[config.mk]
export PLATFORM = sky130hd
export DESIGN_NAME = psev_cell
export DESIGN_NICKNAME = d
export VERILOG_FILES = /design/src/hdl/psev_pkg.sv /design/src/hdl/psev_cell.sv
export SDC_FILE = /design/constraint.sdc
export NUM_CORES = 1
export LEC_CHECK = 0
export BUFFER_PORTS_ARGS = -buffer_cell sky130_fd_sc_hd__buf_2
export CAP_MARGIN = 10
export CORE_ASPECT_RATIO = 0.9
export CORE_MARGIN = 2
export CORE_UTILIZATION = 42
export CTS_CLUSTER_SIZE = 25
export DETAILED_ROUTE_END_ITERATION = 10
export GPL_TIMING_DRIVEN = 0
export HOLD_SLACK_MARGIN = 0.12
export PLACE_DENSITY_LB_ADDON = 0.3
export SYNTH_ARGS = -nofsm -noshare
export SYNTH_HDL_FRONTEND = slang
export SYNTH_SLANG_ARGS = --single-unit
[constraint.sdc]
create_clock -name clk -period 1.81 [get_ports clk]
set_input_delay 0.0905 -clock clk [delete_from_list [all_inputs] [get_ports clk]]
set_output_delay 0.0905 -clock clk [all_outputs]
set_load 0.05 [all_outputs]
[src/hdl/psev_pkg.sv]
`timescale 1ns / 1ps
// Shared types and constants for the postfix stack evaluator.
// No dependencies.
package psev_pkg;

  localparam int DATA_W      = 32;
  localparam int DEPTH_OUT_W = 7;
  localparam int DEF_STACK_DEPTH = 64;

  typedef enum logic [2:0] {
    OP_PUSH = 3'd0,
    OP_ADD  = 3'd1,
    OP_SUB  = 3'd2,
    OP_MUL  = 3'd3,
    OP_DIV  = 3'd4
  } op_t;

  typedef enum logic [2:0] {
    ST_OK    = 3'd0,
    ST_BAD   = 3'd1,
    ST_UNDER = 3'd2,
    ST_OVER  = 3'd3,
    ST_DIVZ  = 3'd4
  } status_t;

  // what a stack cell does this cycle
  typedef enum logic [1:0] {
    CELL_HOLD,
    CELL_TAKE_UP,
    CELL_TAKE_DOWN
  } cell_cmd_t;

  typedef enum logic [1:0] {
    S_IDLE,
    S_DIV,
    S_DONE
  } state_t;

endpackage

[src/hdl/psev_cell.sv]
`timescale 1ns / 1ps
// One stack entry: holds, or loads from the entry above or below.
// Depends on psev_pkg.
module psev_cell (
  input  logic                             clk,
  input  psev_pkg::cell_cmd_t              cmd,
  input  logic [psev_pkg::DATA_W-1:0]      up_data,
  input  logic [psev_pkg::DATA_W-1:0]      down_data,
  output logic [psev_pkg::DATA_W-1:0]      data_q
);
  import psev_pkg::*;

  logic [DATA_W-1:0] data_r;
  logic [DATA_W-1:0] data_nxt;

  always_comb begin
    unique case (cmd)
      CELL_TAKE_UP:   data_nxt = up_data;
      CELL_TAKE_DOWN: data_nxt = down_data;
      default:        data_nxt = data_r;
    endcase
  end

  always_ff @(posedge clk) begin
    data_r <= data_nxt;
  end

  assign data_q = data_r;

endmodule

---- Yosys cells after proc, flatten, opt, wreduce, memory -nomap -nowiden ----
Cells that the tools add are included.
word-level totals
  word-level logic and storage cells ...... 5
  output and inout port bits .............. 32
  bits in registers ....................... 32
  input bits .............................. 67
operators by class
  equality and inequality tests ........... 2
  reduce and logical (&&, ||, !) cells .... 1
  multiplexer cells ....................... 1
operators by type and width
  kind                                                 count
  one-hot mux 32 bit (2 select lines)                  1
  equality test 2 x 1 -> 1 bit, second input constant  1
  equality test 2 bit, second input constant           1
  nonzero test 2 bit                                   1

---- Depth between registers and ports, before layout ----
  depth in word-level cells ............... 2
  depth in mapped cells ................... 5
  depth with buffers taken out ............ 3

---- Least setup slack after synthesis ----
OpenSTA, ideal clock, no wires.
  kind .................................... input -> register
  start ................................... in cmd[0]
  end ..................................... reg data_r[0], in the netlist data_q[0] (enable)
  slack ................................... 0.395 ns
  path buffers ............................ 0
  library setup time ...................... 0.387 ns
  cell stages on the path ................. 3
  data arrival time ....................... 1.029 ns
  required time ........................... 1.423 ns
  cells stage by stage .................... inv_1 -> ha_1 -> inv_1
between the ends
  cells in the longest elaborated chain, start to end .. 2
ends and longest elaborated chain
  element                                                                     RTL line         source
  start: declaration                                                          psev_cell.sv:6   input psev_pkg::cell_cmd_t cmd,
  equality test 2 bit / equality test 2 x 1 -> 1 bit (equally long branches)  psev_cell.sv:17  unique case (cmd)
  nonzero test 2 bit (no source line) *                                       n/a
  end signal: assignment                                                      psev_cell.sv:25  data_r <= data_nxt;
  end: declaration                                                            psev_cell.sv:13  logic [DATA_W-1:0] data_r;
Mark *: on every way between the ends. The rest lies on a longest branch, timed or not.
A chain may end at the register's enable or synchronous reset.

---- Worst setup path in the final report ----
  start ................................... in up_data[29] (netlist bit)
  end ..................................... reg data_r[29], in the netlist data_q[29] (data pin)
between the ends
  cells in the longest elaborated chain, start to end .. 1
ends and longest elaborated chain
  element                              RTL line         source
  start: declaration                   psev_cell.sv:7   input logic [psev_pkg::DATA_W-1:0] up_data,
  one-hot mux 32 bit (2 select lines)  psev_cell.sv:17
  via data_nxt[29]                     psev_cell.sv:14  logic [DATA_W-1:0] data_nxt;
The timed path passes the listed nets, and every way through them passes these cells.

==> summary.md <==
| Metric | Value |
|---|---|
| Outcome | finished, final reports clean |
| Critical Setup Path Class | in2reg |
| Row Count | 20 |
| Hold Path Class | in2reg |
| Leading area contributor after synthesis | edfxtp_1 |
| Total number of vias | 1212 |
| Root buf cell | clkbuf_8 |
| Wire per inst | 13.3 um |
| DRC viols | 0 |
| All-Layer GR Usage | 17.9% |
| Setup violators final | 0 |
| Die X-Extent | 67.5 um |
| Yosys Warn Count | 0 |
| Initial Util | 44.5% |
| RSZ-0062 raised after global routing | no |
| Critical Path RT | 1.83 ns |
| Fill cells | 202 |
| Post-Route WL | 3670 um |
| Worst Setup Slack, final | 0.266 ns |
| Number of synthesized register bits | 32 |
| Seq/Total Area, Yosys | 63.0% |
| Worst Setup Start Kind | input pin |
| WP data arrival | 1.57 ns |
| Synth Cell Area | 0.00153 mm2 |
| Die area | 0.00413 mm2 |
| Leakage | 1.26 nW |
| Crit path max fanout | 1 |
| Antenna Nets Post-Route | 0 |
| Vias/cell | 4.39 |
| Pre-CTS setup slack | 0.0432 ns |
| Vias in the first global route | 1219 |
| Final hold vios | 0 |
| Max_slew headroom | 20.9% |
| Period minus WS final | 1.54 ns |
| Placed cells | 213 |
| Chip height | 61.2 um |
| CTS tree | done |
| Final Net Count | 299 |
| First drt pass iteration count | 4 |
| Synth Instances | 71 |
| Worst hold path depth | 2 |
| Tcrit/Tclk final | 85.3% |
| GPL Wtd Cong | 0.581 |
| Syn_area_per_cell | 21.5 um2 |
| Share of layout cells above drive strength 1 | 60.8% |
| N_diodes | 0 |
| Cell variety after synth | 7 |
| CTS max path bufs | 2 |
| H-tree depth | 2 |
| Crit. End Element | flip-flop |
| Layout area overhead | 77.3% |
| Synth area leaders | edfxtp_1 63%, mux2_4 30%, buf_12 3.9% |
| Fmax | 648 MHz |
| CTS buffer count | 5 |
| Setup TNS Final | 0 ns |
| Synth Net Count | 139 |
| DRT iter0 DRCs | 41 |
| Power Density | 850 mW/mm2 |
| Core area | 0.00343 mm2 |
| Final Max Tran Viols | 0 |
| Clock transition at the registers of the reported paths | 0.06 ns |
| Hold Buf Count CTS | 52 |
| Port Buffer Count | 98 |
| Worst vdd ir | 0.611 mV |
| Non-Filler Instances | 276 |
| Pin count of the biggest net entering global routing | 33 |
| Min-Delay Endpoint | data_q[24] |
| Least-Margin Pin Slew | 1.19 ns |
| Synth top area share | 63.0% |
| MaxCap Viol Count | 0 |
| Initial antenna violation count | 0 |
| First-pass GRT wire length | 5130 um |
| Hold Crit Start | up_data[24] |
| Core Util, Final | 78.9% |
| Max reg flops | 32 |
| Overflow after GRT | 0 |
| Clock sinks | 32 |
| Post_cts resized | 0 |
| Critical Path Start | up_data[29] |
| Post-CTS Setup Bufs | 0 |
| Ports | 99 |
==> placed cells by master, fill, tap and decap left out <==
cell	netlist	routed
ha_1	1	1
inv_1	2	2
dlygate4sd3_1	0	55
edfxtp_1	32	32
buf_6	1	1
buf_12	3	3
clkbuf_8	0	5
mux2_2	2	2
clkinv_1	0	1
buf_2	0	98
clkinv_2	0	2
mux2_4	30	30
==> worst max-delay path by stage <==
stage,end,slack (ns),cells after the start
2_1_floorplan,data_q[0],0.39,3
3_3_place_gp,data_q[22],0.11,4
3_5_place_dp,data_q[13],0.04,4
4_1_cts,data_q[22],0.30,4
5_1_grt,data_q[23],0.23,4
6_report,data_q[29],0.27,4
==> area by class of cell <==
type	count	area [um2]	share of cell area [%]
Clock buffer	5	68.8	2.55
Clock inverter	3	13.8	0.509
Buffer	4	71.3	2.64
Tap cell	44	55.1	2.04
Multi-Input combinational cell	33	485	18.0
Timing Repair Buffer	153	1040	38.5
Sequential cell	32	961	35.5
Inverter	2	7.51	0.278
==> report_power, final <==
part | internal (mW) | switching, mW
Clock | 0.260 | 0.249
Sequential | 0.945 | 0.0270
Combinational | 0.309 | 0.508
Total | 1.51 | 0.784
==> cell usage after synthesis, drive strengths merged <==
| cell | count |
|---|---|
| edfxtp | 32 |
| ha | 1 |
| mux2 | 32 |
| inv | 2 |
| buf | 4 |
==> metrics by stage <==
| step | area [um2] | hold slack [ns] | power [mW] |
|---|---|---|---|
| global placement | 2070 | 0.389 | 1.68 |
| floorplan | 1530 | 0.308 | 1.51 |
| global route | 2700 | 0.122 | 2.39 |
| CTS | 2670 | 0.121 | 2.31 |
| finish | 2700 | 0.127 | 2.30 |
| detailed placement | 2070 | 0.394 | 1.69 |
==> worst max-delay path, cell delays in order <==
cell	delay, ns
dlygate4sd3_1	0.53
buf_2	0.12
mux2_4	0.26
dlygate4sd3_1	0.57
==> per-layer routing <==
layer | up-vias | wire length [um] | GRT usage (%)
met5 | - | 0 | 0
met4 | 0 | 47 | 8.75
met3 | 5 | 293 | 5.67
met2 | 62 | 2090 | 36.0
met1 | 551 | 1230 | 16.0
li1 | 594 | - | -
==> kinds of logic after synthesis <==
logic type	after synthesis	share of synthesized area (%)
adder cells (fa/ha/maj)	1	0.820
buffers and inverters	6	5.17
multiplexers	32	31.0
flip-flops	32	63.0
Power figures use the tool's default switching activity.
