[config.mk]
export PLATFORM = sky130hd
export DESIGN_NAME = psev_div
export DESIGN_NICKNAME = d
export VERILOG_FILES = /design/src/hdl/psev_pkg.sv /design/src/hdl/psev_div.sv
export SDC_FILE = /design/constraint.sdc
export NUM_CORES = 1
export LEC_CHECK = 0
export BUFFER_PORTS_ARGS = -buffer_cell sky130_fd_sc_hd__buf_2
export CAP_MARGIN = 20
export CORE_ASPECT_RATIO = 0.9
export CORE_MARGIN = 3
export CORE_UTILIZATION = 60
export CTS_CLUSTER_DIAMETER = 120
export DETAILED_ROUTE_END_ITERATION = 12
export PLACE_DENSITY = 0.82
export SYNTH_ARGS = -nofsm -noshare
export SYNTH_HDL_FRONTEND = slang
export SYNTH_SLANG_ARGS = --single-unit
[constraint.sdc]
create_clock -name clk -period 9.5 [get_ports clk]
set_clock_uncertainty 0.05 [all_clocks]
set_input_delay 0.95 -clock clk [delete_from_list [all_inputs] [get_ports clk]]
set_output_delay 0.95 -clock clk [all_outputs]
set_load 0.01 [all_outputs]
[src/hdl/psev_pkg.sv]
`timescale 1ns / 1ps
// Shared types and constants for the postfix stack evaluator.
// No dependencies.
package psev_pkg;

  localparam int DATA_W      = 32;
  localparam int DEPTH_OUT_W = 7;
  localparam int DEF_STACK_DEPTH = 64;

  typedef enum logic [2:0] {
    OP_PUSH = 3'd0,
    OP_ADD  = 3'd1,
    OP_SUB  = 3'd2,
    OP_MUL  = 3'd3,
    OP_DIV  = 3'd4
  } op_t;

  typedef enum logic [2:0] {
    ST_OK    = 3'd0,
    ST_BAD   = 3'd1,
    ST_UNDER = 3'd2,
    ST_OVER  = 3'd3,
    ST_DIVZ  = 3'd4
  } status_t;

  // what a stack cell does this cycle
  typedef enum logic [1:0] {
    CELL_HOLD,
    CELL_TAKE_UP,
    CELL_TAKE_DOWN
  } cell_cmd_t;

  typedef enum logic [1:0] {
    S_IDLE,
    S_DIV,
    S_DONE
  } state_t;

endpackage

[src/hdl/psev_div.sv]
`timescale 1ns / 1ps
// Signed 32-bit divider, truncating toward zero, one quotient bit per cycle.
// Depends on psev_pkg.
module psev_div (
  input  logic                             clk,
  input  logic                             rst_n,
  input  logic                             start,
  input  logic [psev_pkg::DATA_W-1:0]      dividend,
  input  logic [psev_pkg::DATA_W-1:0]      divisor,
  output logic                             done,
  output logic [psev_pkg::DATA_W-1:0]      quotient
);
  import psev_pkg::*;

  localparam int CNT_W = $clog2(DATA_W);

  logic              run_r, run_nxt;
  logic              done_r, done_nxt;
  logic [CNT_W-1:0]  cnt_r, cnt_nxt;
  logic [DATA_W-1:0] rem_r, rem_nxt;
  logic [DATA_W-1:0] quo_r, quo_nxt;
  logic [DATA_W-1:0] den_r, den_nxt;
  logic              neg_r, neg_nxt;
  logic [DATA_W-1:0] q_r, q_nxt;
  logic [DATA_W:0]   shifted;
  logic [DATA_W:0]   diff;
  logic              ge;
  logic [DATA_W-1:0] quo_step;

  assign shifted  = {rem_r, quo_r[DATA_W-1]};
  assign diff     = shifted - {1'b0, den_r};
  assign ge       = !diff[DATA_W];
  assign quo_step = {quo_r[DATA_W-2:0], ge};

  always_comb begin
    run_nxt  = run_r;
    done_nxt = 1'b0;
    cnt_nxt  = cnt_r;
    rem_nxt  = rem_r;
    quo_nxt  = quo_r;
    den_nxt  = den_r;
    neg_nxt  = neg_r;
    q_nxt    = q_r;
    priority if (start) begin
      run_nxt = 1'b1;
      cnt_nxt = '0;
      rem_nxt = '0;
      quo_nxt = dividend[DATA_W-1] ? (DATA_W'(0) - dividend) : dividend;
      den_nxt = divisor[DATA_W-1] ? (DATA_W'(0) - divisor) : divisor;
      neg_nxt = dividend[DATA_W-1] ^ divisor[DATA_W-1];
    end else if (run_r) begin
      rem_nxt = ge ? diff[DATA_W-1:0] : shifted[DATA_W-1:0];
      quo_nxt = quo_step;
      cnt_nxt = cnt_r + CNT_W'(1);
      if (cnt_r == CNT_W'(DATA_W - 1)) begin
        run_nxt  = 1'b0;
        done_nxt = 1'b1;
        q_nxt    = neg_r ? (DATA_W'(0) - quo_step) : quo_step;
      end
    end
  end

  always_ff @(posedge clk) begin
    if (!rst_n) begin
      run_r  <= 1'b0;
      done_r <= 1'b0;
      cnt_r  <= '0;
    end else begin
      run_r  <= run_nxt;
      done_r <= done_nxt;
      cnt_r  <= cnt_nxt;
    end
    rem_r <= rem_nxt;
    quo_r <= quo_nxt;
    den_r <= den_nxt;
    neg_r <= neg_nxt;
    q_r   <= q_nxt;
  end

  assign done     = done_r;
  assign quotient = q_r;

endmodule

# [After elaboration in Yosys (flattened, before gate mapping)]
# Cells that the tools add are included.
[totals] input_bits=67 elab_cells=34 register_bits=136 out_inout_bits=33
[op_classes] add_sub_neg=5 n_reduce_logical=5 n_bitwise=4 n_mux=10 n_eq_ne=1
[op_table] cell="two-way mux 32 bit" n=5
[op_table] cell="subtractor 1 x 32 -> 32 bit (first input constant)" n=3
[op_table] cell="subtractor 33 x 32 -> 33 bit" n=1
[op_table] cell="two-way mux 31 bit" n=1
[op_table] cell="adder 5 x 1 -> 5 bit (second input constant)" n=1
[op_table] cell="== test 5 bit (second input constant)" n=1
[op_table] cell="two-way mux 1 bit" n=4
[op_table] cell="inverter 1 bit" n=3
[op_table] cell="AND reduction 3 bit" n=1
[op_table] cell="OR reduction 3 bit" n=1
[op_table] cell="nonzero test 2 bit" n=1
[op_table] cell="OR reduction 2 bit" n=1
[op_table] cell="logical NOT 1 bit" n=1
[op_table] cell="XOR 1 bit" n=1

# [Longest topological paths before layout]
# Gate-level depths: netlist (run 1).
[depth] ltp_word=4 depth_mapped=19

# [Least setup slack after synthesis (run 1)]
# Ideal clock, no wire load.
[synth_path] path_kind="reg-to-reg" startpoint="register quo_r[31]" endpoint="register q_r[24] (netlist: quotient[24]) (data pin)" setup_time_ps=263 t_arrival_ps=4364 path_stages_with_launch=20 slack_ps=4824 n_path_buf=1 synth_period_minus_slack_ps=4676 required_time_ps=9187 path_cell_list="edfxtp_1 -> inv_1 -> ha_1 -> fa_1 -> nand2b_1 -> a21o_1 -> a21oi_2 -> a32oi_1 -> o31a_1 -> o21ai_4 -> xnor2_4 -> inv_2 -> buf_2 -> ha_1 -> nand3_2 -> or4_1 -> or3_4 -> or4_4 -> o41ai_2 -> xnor2_1"
[synth_via] elab_chain_len=4
[synth_rtl] item="start: declaration" line_no="psev_div.sv:21" rtl="logic [DATA_W-1:0] quo_r, quo_nxt;"
[synth_rtl] item="start signal: assignment" line_no="psev_div.sv:74" rtl="quo_r <= quo_nxt;"
[synth_rtl] item="subtractor 33 x 32 -> 33 bit" line_no="psev_div.sv:31" rtl="assign diff = shifted - {1'b0, den_r};"
[synth_rtl] item="logical NOT 1 bit" line_no="psev_div.sv:32" rtl="assign ge = !diff[DATA_W];"
[synth_rtl] item="subtractor 1 x 32 -> 32 bit" line_no="psev_div.sv:58" rtl="q_nxt = neg_r ? (DATA_W'(0) - quo_step) : quo_step;"
[synth_rtl] item="two-way mux 32 bit" line_no="psev_div.sv:58"
[synth_rtl] item="end signal: assignment" line_no="psev_div.sv:77" rtl="q_r <= q_nxt;"
[synth_rtl] item="end: declaration" line_no="psev_div.sv:24" rtl="logic [DATA_W-1:0] q_r, q_nxt;"
# Every way passes these cells.
# A chain may end at the register's enable or synchronous reset.

# [Worst setup path after layout (run 1)]
# Same ends and word-level chain as after synthesis.

==> results of run 1 <==
## Yosys cell counts (15+ instances only)
library cell and count:
a21o_1 17, a21oi_1 57, a311oi_1 21, clkbuf_1 38, dfxtp_1 39, edfxtp_1 97, ha_1 37, inv_1 50
nand2_1 91, nand2b_1 15, nor2_1 86, o21ai_0 39, o31ai_1 24, o41ai_1 16, or3_1 15, or4_1 16
xnor2_1 75, xor2_1 40
## registers in the layout (all words and copies together), names as in the netlist
signal,flops
quotient,32
run_r,1
done,1
neg_r,1
cnt_r,5
quo_r,32
rem_r,32
den_r,32
## power by group
group	switching (mW)	internal, mW
clock	0.272	0.364
sequential	0.0478	0.697
combinational	0.230	0.163
## per-layer routing
layer / part of all wire, % / routed length [um]
met4: 1.6 / 310
met3: 7.7 / 1500
met2: 46 / 9000
met1: 45 / 8750
met5: 0.066 / 13
## worst paths after layout
path | endpoint | depth (start not counted) | from
hold / removal | rem_r[27]$_SDFFE_PP0P_ | 2 | rem_r[26]$_SDFFE_PP0P_
setup / recovery | quotient[24]$_DFFE_PP_ | 18 | quo_r[31]$_DFFE_PP_
hold reg to reg | rem_r[27]$_SDFFE_PP0P_ | 2 | rem_r[26]$_SDFFE_PP0P_
setup reg to reg | quotient[24]$_DFFE_PP_ | 18 | quo_r[31]$_DFFE_PP_
## logic make-up after synthesis
kind of cell,share of synthesized area [%]
adders and majority gates,5.54
xor gates and xnor gates,11.9
buffers and inverters,4.19
AOI/OAI and AO/OA,18.8
DFF,42.4
and+or+nand+nor,16.5
muxes,0.704
## worst min-delay path, stage by stage, from the launching register on
cell and delay (ns):
dfxtp_1 0.32, nand2_1 0.06, a311oi_1 0.07
## per-stage QoR
stage / util, % / total power, mW / area (sq um) / worst slack [ns] / hold slack (ns)
2_1_floorplan: - / 1.04 / 8710 / 4.82 / 0.417
5_1_grt: 70.1 / 1.85 / 9890 / 3.81 / 0.468
6_report: 70.1 / 1.77 / 9890 / 4.09 / 0.450
3_3_place_gp: 66.0 / 1.13 / 9320 / 4.32 / 0.431
4_1_cts: 70.1 / 1.77 / 9880 / 4.12 / 0.447
3_5_place_dp: 66.0 / 1.14 / 9320 / 4.12 / 0.438
## layout make-up
class / count / area share (%)
inverter: 51 / 1.94
clock buffer: 17 / 4.30
sequential: 136 / 37.4
multi-input combinational: 688 / 47.0
timing repair buffer: 104 / 5.41
tap: 193 / 2.44
clock inverter: 15 / 1.45
antenna: 2 / 0.0506
==> impl_metrics.env, run 1 <==
export IMPL_cp_slowest_cell="or4_1"
export IMPL_initial_utilization_pct=61.7
export IMPL_hold_viol_final=0
export IMPL_regArea_sq_mm=0.00369
export IMPL_cts_buffer_depth=2
export IMPL_synth_largest_area_cell="edfxtp_1"
export IMPL_routed_wl_um=19600
export IMPL_ctsResizeCount=0
export IMPL_layout_commonest_cell="buf_2"
export IMPL_ios=100
export IMPL_worst_slew_pin_slew_ns=0.949
export IMPL_drtAntennaViolNets=0
export IMPL_hold_buffers=0
export IMPL_async_reset_ff_share_pct=0
export IMPL_fp_coreArea_sq_mm=0.0141
export IMPL_max_freq_ghz=0.185
export IMPL_via_per_inst=5.97
export IMPL_numCtsBuffers=17
export IMPL_setup_violations=0
export IMPL_end_kind="flip-flop"
export IMPL_vias=7197
export IMPL_synth_edf_count=97
export IMPL_grtUsageMet3_pct=5.82
export IMPL_die_h_um=120
export IMPL_syn_nets=1025
export IMPL_start_kind="flip-flop"
export IMPL_critical_path_top_delay_family="simple AND/OR/NAND/NOR gates"
export IMPL_finalCritPeriodShare_pct=57.0
export IMPL_route_detailed_drc=0
export IMPL_n_fill_cell=1090
export IMPL_p_leak_nw=3.86
export IMPL_postCtsSetupBuffers=0
export IMPL_met1_usage_pct=34.2
export IMPL_drtIter0Drc=711
export IMPL_grt_overflow_total=0
export IMPL_wire_per_inst_um=16.2
export IMPL_final_cells=1206
export IMPL_insertion_delay_ns=0.44
export IMPL_slowest_delay_ns=0.53
export IMPL_power_density_mw_per_mm2=179
export IMPL_cts_htree_levels=4
export IMPL_worst_path_max_fanout=33
export IMPL_path_buf_inv=2
export IMPL_synth_seq_cells=136
export IMPL_hold_class="reg -> reg"
export IMPL_synthesis_area_sq_mm=0.00871
export IMPL_slew_limit_headroom_pct=36.7
export IMPL_synth_ff_type="edfxtp_1"
export IMPL_clock_sinks=136
export IMPL_min_period_ns=5.41
export IMPL_synthTopCellsByArea="edfxtp_1 (33%), dfxtp_1 (9.0%), xnor2_1 (7.5%), ha_1 (5.3%), xor2_1 (4.0%)"
export IMPL_placedCellCount=1172
export IMPL_path_class="reg -> reg"
export IMPL_avgSynthCellArea_sq_um=9.47
export IMPL_cts_tree="built"
export IMPL_timing_reg2reg_setup_slack_ns=4.09
export IMPL_yosysWarnings=0
export IMPL_fp_row_count=41
export IMPL_vdd_drop_max_mv=0.142
export IMPL_clkSlewWorstSetupHoldPaths_ns=0.06
export IMPL_antenna_found_initial=3
export IMPL_die_w_um=133
export IMPL_crit_top_cell="ha_1"
export IMPL_final_cell_mix="buf_2 (98), edfxtp_1 (97), nand2_1 (91), nor2_1 (86), xnor2_1 (75)"
export IMPL_clock_root_buffer="clkbuf_16"
export IMPL_yosys_area_top_type_share_pct=33.4
export IMPL_portBuffers=99
export IMPL_synth_cells=920
export IMPL_grt_pass1_wl_um=32000
export IMPL_grt_most_used_layer="met2"
export IMPL_synth_seq_area_share_pct=42.4
export IMPL_worstPathArrival_ns=5.54
export IMPL_rsz0062_at_grt="false"
export IMPL_dieArea_sq_mm=0.0160
export IMPL_syn_to_final_growth_pct=13.5
export IMPL_dr_pass1_iters=5
export IMPL_crit_chain="inv_1, ha_1, fa_1, nand2b_1, a21o_1, a21oi_2, a32oi_1, o31a_1, o21ai_4, xnor2_4, inv_2, ha_1, nand3_2, or4_1, or3_4, or4_4, o41ai_2, xnor2_1"
export IMPL_finalSetupTns_ns=0
export IMPL_grt_max_degree=81
export IMPL_status="completed"
export IMPL_multi_input_area_sq_mm=0.00465
export IMPL_hpwl_um=13700
export IMPL_final_max_slew_viol_count=0
export IMPL_synthDistinctLibCells=68
export IMPL_grt_pass1_vias=6684
export IMPL_drive_gt1_share_pct=15.3
export IMPL_place_congestion=0.903
export IMPL_grt_use_total_pct=24.8
export IMPL_grtUsageMet2_pct=37.6
export IMPL_cap_violations=0
export IMPL_worstPathRequired_ns=9.63
export IMPL_final_nets=1103
(Power assumes the default switching activity.)
==> run 2: changes to the inputs <==
CORE_UTILIZATION = 54   (was 60)
PLACE_DENSITY = 0.78   (was 0.82)
clock period = 4.35 ns   (was 9.5 ns; I/O delays follow)
==> impl_metrics.env, run 2 (same netlist as run 1, synthesis figures left out) <==
export IMPL_hpwl_um=13900
export IMPL_layout_commonest_cell="buf_2"
export IMPL_internal_power_mw=2.89
export IMPL_cp_startpoint="quo_r[31]$_DFFE_PP_"
export IMPL_max_freq_ghz=0.226
export IMPL_cts_buffer_depth=2
export IMPL_finalSetupTns_ns=-0.164
export IMPL_dr_pass1_iters=5
export IMPL_hold_viol_final=0
export IMPL_clkSlewWorstSetupHoldPaths_ns=0.06
export IMPL_slowest_delay_ns=0.47
export IMPL_final_nets=1125
export IMPL_finalCritPeriodShare_pct=102
export IMPL_die_h_um=126
export IMPL_final_max_slew_viol_count=0
export IMPL_place_congestion=0.874
export IMPL_worst_slew_pin_slew_ns=1.05
export IMPL_route_detailed_drc=0
export IMPL_crit_top_cell="or4_4"
export IMPL_p_leak_nw=4.01
export IMPL_hold_buffers=0
export IMPL_drtAntennaViolNets=0
export IMPL_grt_pass1_vias=6657
export IMPL_utilization_pct=65.2
export IMPL_min_period_ns=4.43
export IMPL_timing_rr_start="quo_r[31]$_DFFE_PP_"
export IMPL_p_sw_share_pct=29.1
export IMPL_rr_endpoint="quotient[24]$_DFFE_PP_"
export IMPL_end_kind="flip-flop"
export IMPL_ios=100
export IMPL_n_fill_cell=1238
export IMPL_violations="negative setup slack"
export IMPL_seq_power_share_pct=39.8
export IMPL_grt_pass1_wl_um=33000
export IMPL_power_density_mw_per_mm2=401
export IMPL_r2r_cells=18
export IMPL_hp_start="divisor[0]"
export IMPL_worst_path_max_fanout=5
export IMPL_drive_gt1_share_pct=17.5
export IMPL_crit_chain="inv_1, ha_2, fa_2, nand2b_4, a21o_1, a21oi_2, a32oi_2, o31a_1, o21ai_4, xnor2_4, inv_2, ha_4, nand3_4, or4_4, or3_4, or4_4, o41ai_2, xnor2_1"
export IMPL_cts_tree="built"
export IMPL_final_cell_mix="buf_2 (98), edfxtp_1 (97), nand2_1 (91), nor2_1 (86), xnor2_1 (75)"
export IMPL_initial_utilization_pct=55.8
export IMPL_vdd_drop_max_mv=0.338
export IMPL_drtIter0Drc=802
export IMPL_grt_max_degree=64
export IMPL_clock_root_buffer="clkbuf_16"
export IMPL_worstPathRequired_ns=4.46
export IMPL_holdPathStages=1
export IMPL_die_w_um=140
export IMPL_hold_class="in -> reg"
export IMPL_setup_violations=3
export IMPL_cts_htree_levels=4
export IMPL_slew_limit_headroom_pct=29.8
export IMPL_status="finished with violations"
export IMPL_cp_slowest_cell="or4_4"
export IMPL_syn_to_final_growth_pct=16.7
export IMPL_start_kind="flip-flop"
export IMPL_numCtsBuffers=17
export IMPL_routed_wl_um=20200
export IMPL_finalPower_mw=4.08
export IMPL_fin_ws_ns=-0.0758
export IMPL_fp_coreArea_sq_mm=0.0156
export IMPL_fp_row_count=43
export IMPL_switchingPower_mw=1.19
export IMPL_antenna_found_initial=1
export IMPL_portBuffers=99
export IMPL_via_per_inst=5.92
export IMPL_path_class="reg -> reg"
export IMPL_insertion_delay_ns=0.42
export IMPL_hold_path_end="den_r[0]$_DFFE_PP_"
export IMPL_grt_use_total_pct=22.7
export IMPL_grt_overflow_total=0
export IMPL_vias=7318
export IMPL_cap_violations=0
export IMPL_dieArea_sq_mm=0.0177
export IMPL_timing_reg2reg_setup_slack_ns=-0.08
export IMPL_worstPathArrival_ns=4.54
export IMPL_dp_slack_ns=-0.187
export IMPL_pwr_share_clk_pct=37.4
export IMPL_combPwrFrac_pct=22.8
export IMPL_wire_per_inst_um=16.3
export IMPL_rsz0062_at_grt="true"
export IMPL_clock_sinks=136
-- run 2: cell types whose count changed in the layout (fill, tap and decap cells not counted), moves of 2 or more --
cell | before | now
buf_4 | 6 | 28
clkbuf_8 | 0 | 2
clkinv_4 | 3 | 1
inv_6 | 6 | 1
clkinvlp_4 | 4 | 2
inv_4 | 0 | 2
clkbuf_1 | 0 | 3
bufinv_16 | 1 | 3
ha_1 | 37 | 35
-- run 2: worst max path at each step --
stage,to,depth (start not counted)
4_1_cts,quotient[24]$_DFFE_PP_,17
2_1_floorplan,quotient[24]$_DFFE_PP_,19
5_1_grt,quotient[24]$_DFFE_PP_,18
3_3_place_gp,quotient[24]$_DFFE_PP_,18
6_report,quotient[24]$_DFFE_PP_,18
3_5_place_dp,quotient[24]$_DFFE_PP_,18
-- run 2: through the flow --
step                      instances  cell area (sq um)  hold slack, ns
after floorplan                 920               8740           0.417
after global placement         1199               9480           0.429
after detailed placement       1199               9480           0.442
after CTS                      1231              10100           0.174
after global routing           1236              10200           0.180
final                          1237              10200           0.179
-- run 2: final cells by class --
type / count / area [sq um] / area share [%]
Clock buffer: 23 / 489 / 4.81
Timing Repair Buffer: 126 / 701 / 6.89
Antenna cell: 2 / 5.00 / 0.0492
Sequential cell: 136 / 3690 / 36.3
Clock inverter: 9 / 135 / 1.33
Tap cell: 202 / 253 / 2.49
Multi-Input combinational cell: 688 / 4700 / 46.2
Inverter: 51 / 191 / 1.88
-- run 2: power by group through the flow --
| stage | clock network, mW | logic [mW] | registers (mW) |
|---|---|---|---|
| CTS | 1.54 | 0.913 | 1.62 |
| finish | 1.53 | 0.930 | 1.62 |
| global route | 1.61 | 1.04 | 1.63 |
| global placement | 0 | 0.876 | 1.64 |
| detailed placement | 0 | 0.896 | 1.64 |
| floorplan | 0 | 0.671 | 1.61 |
-- run 2: routing by layer --
metal	global-route usage (%)	up-vias	routed length, um
li1	-	3566	-
met1	32.2	3422	9130
met2	35.8	303	9250
met3	4.86	27	1580
met4	5.70	0	220
met5	0	-	0
-- run 2: critical path: cells and delay by family (launching register included) --
kind                     cells  cell delay [ns]
XOR/XNOR                     2             0.22
buffers and inverters        2             0.14
AO/OA/AOI/OAI                6             1.27
AND/OR/NAND/NOR              5             1.46
flip-flops                   1             0.36
adder cells (fa/ha/maj)      3             0.66
-- run 2: timing repair --
| item | CTS | global route |
|---|---|---|
| pin swaps | 4 | 3 |
| setup endpoints to repair | 5 | 5 |
| gates resized for setup | 3 | 3 |
| buffers inserted | 0 | 4 |
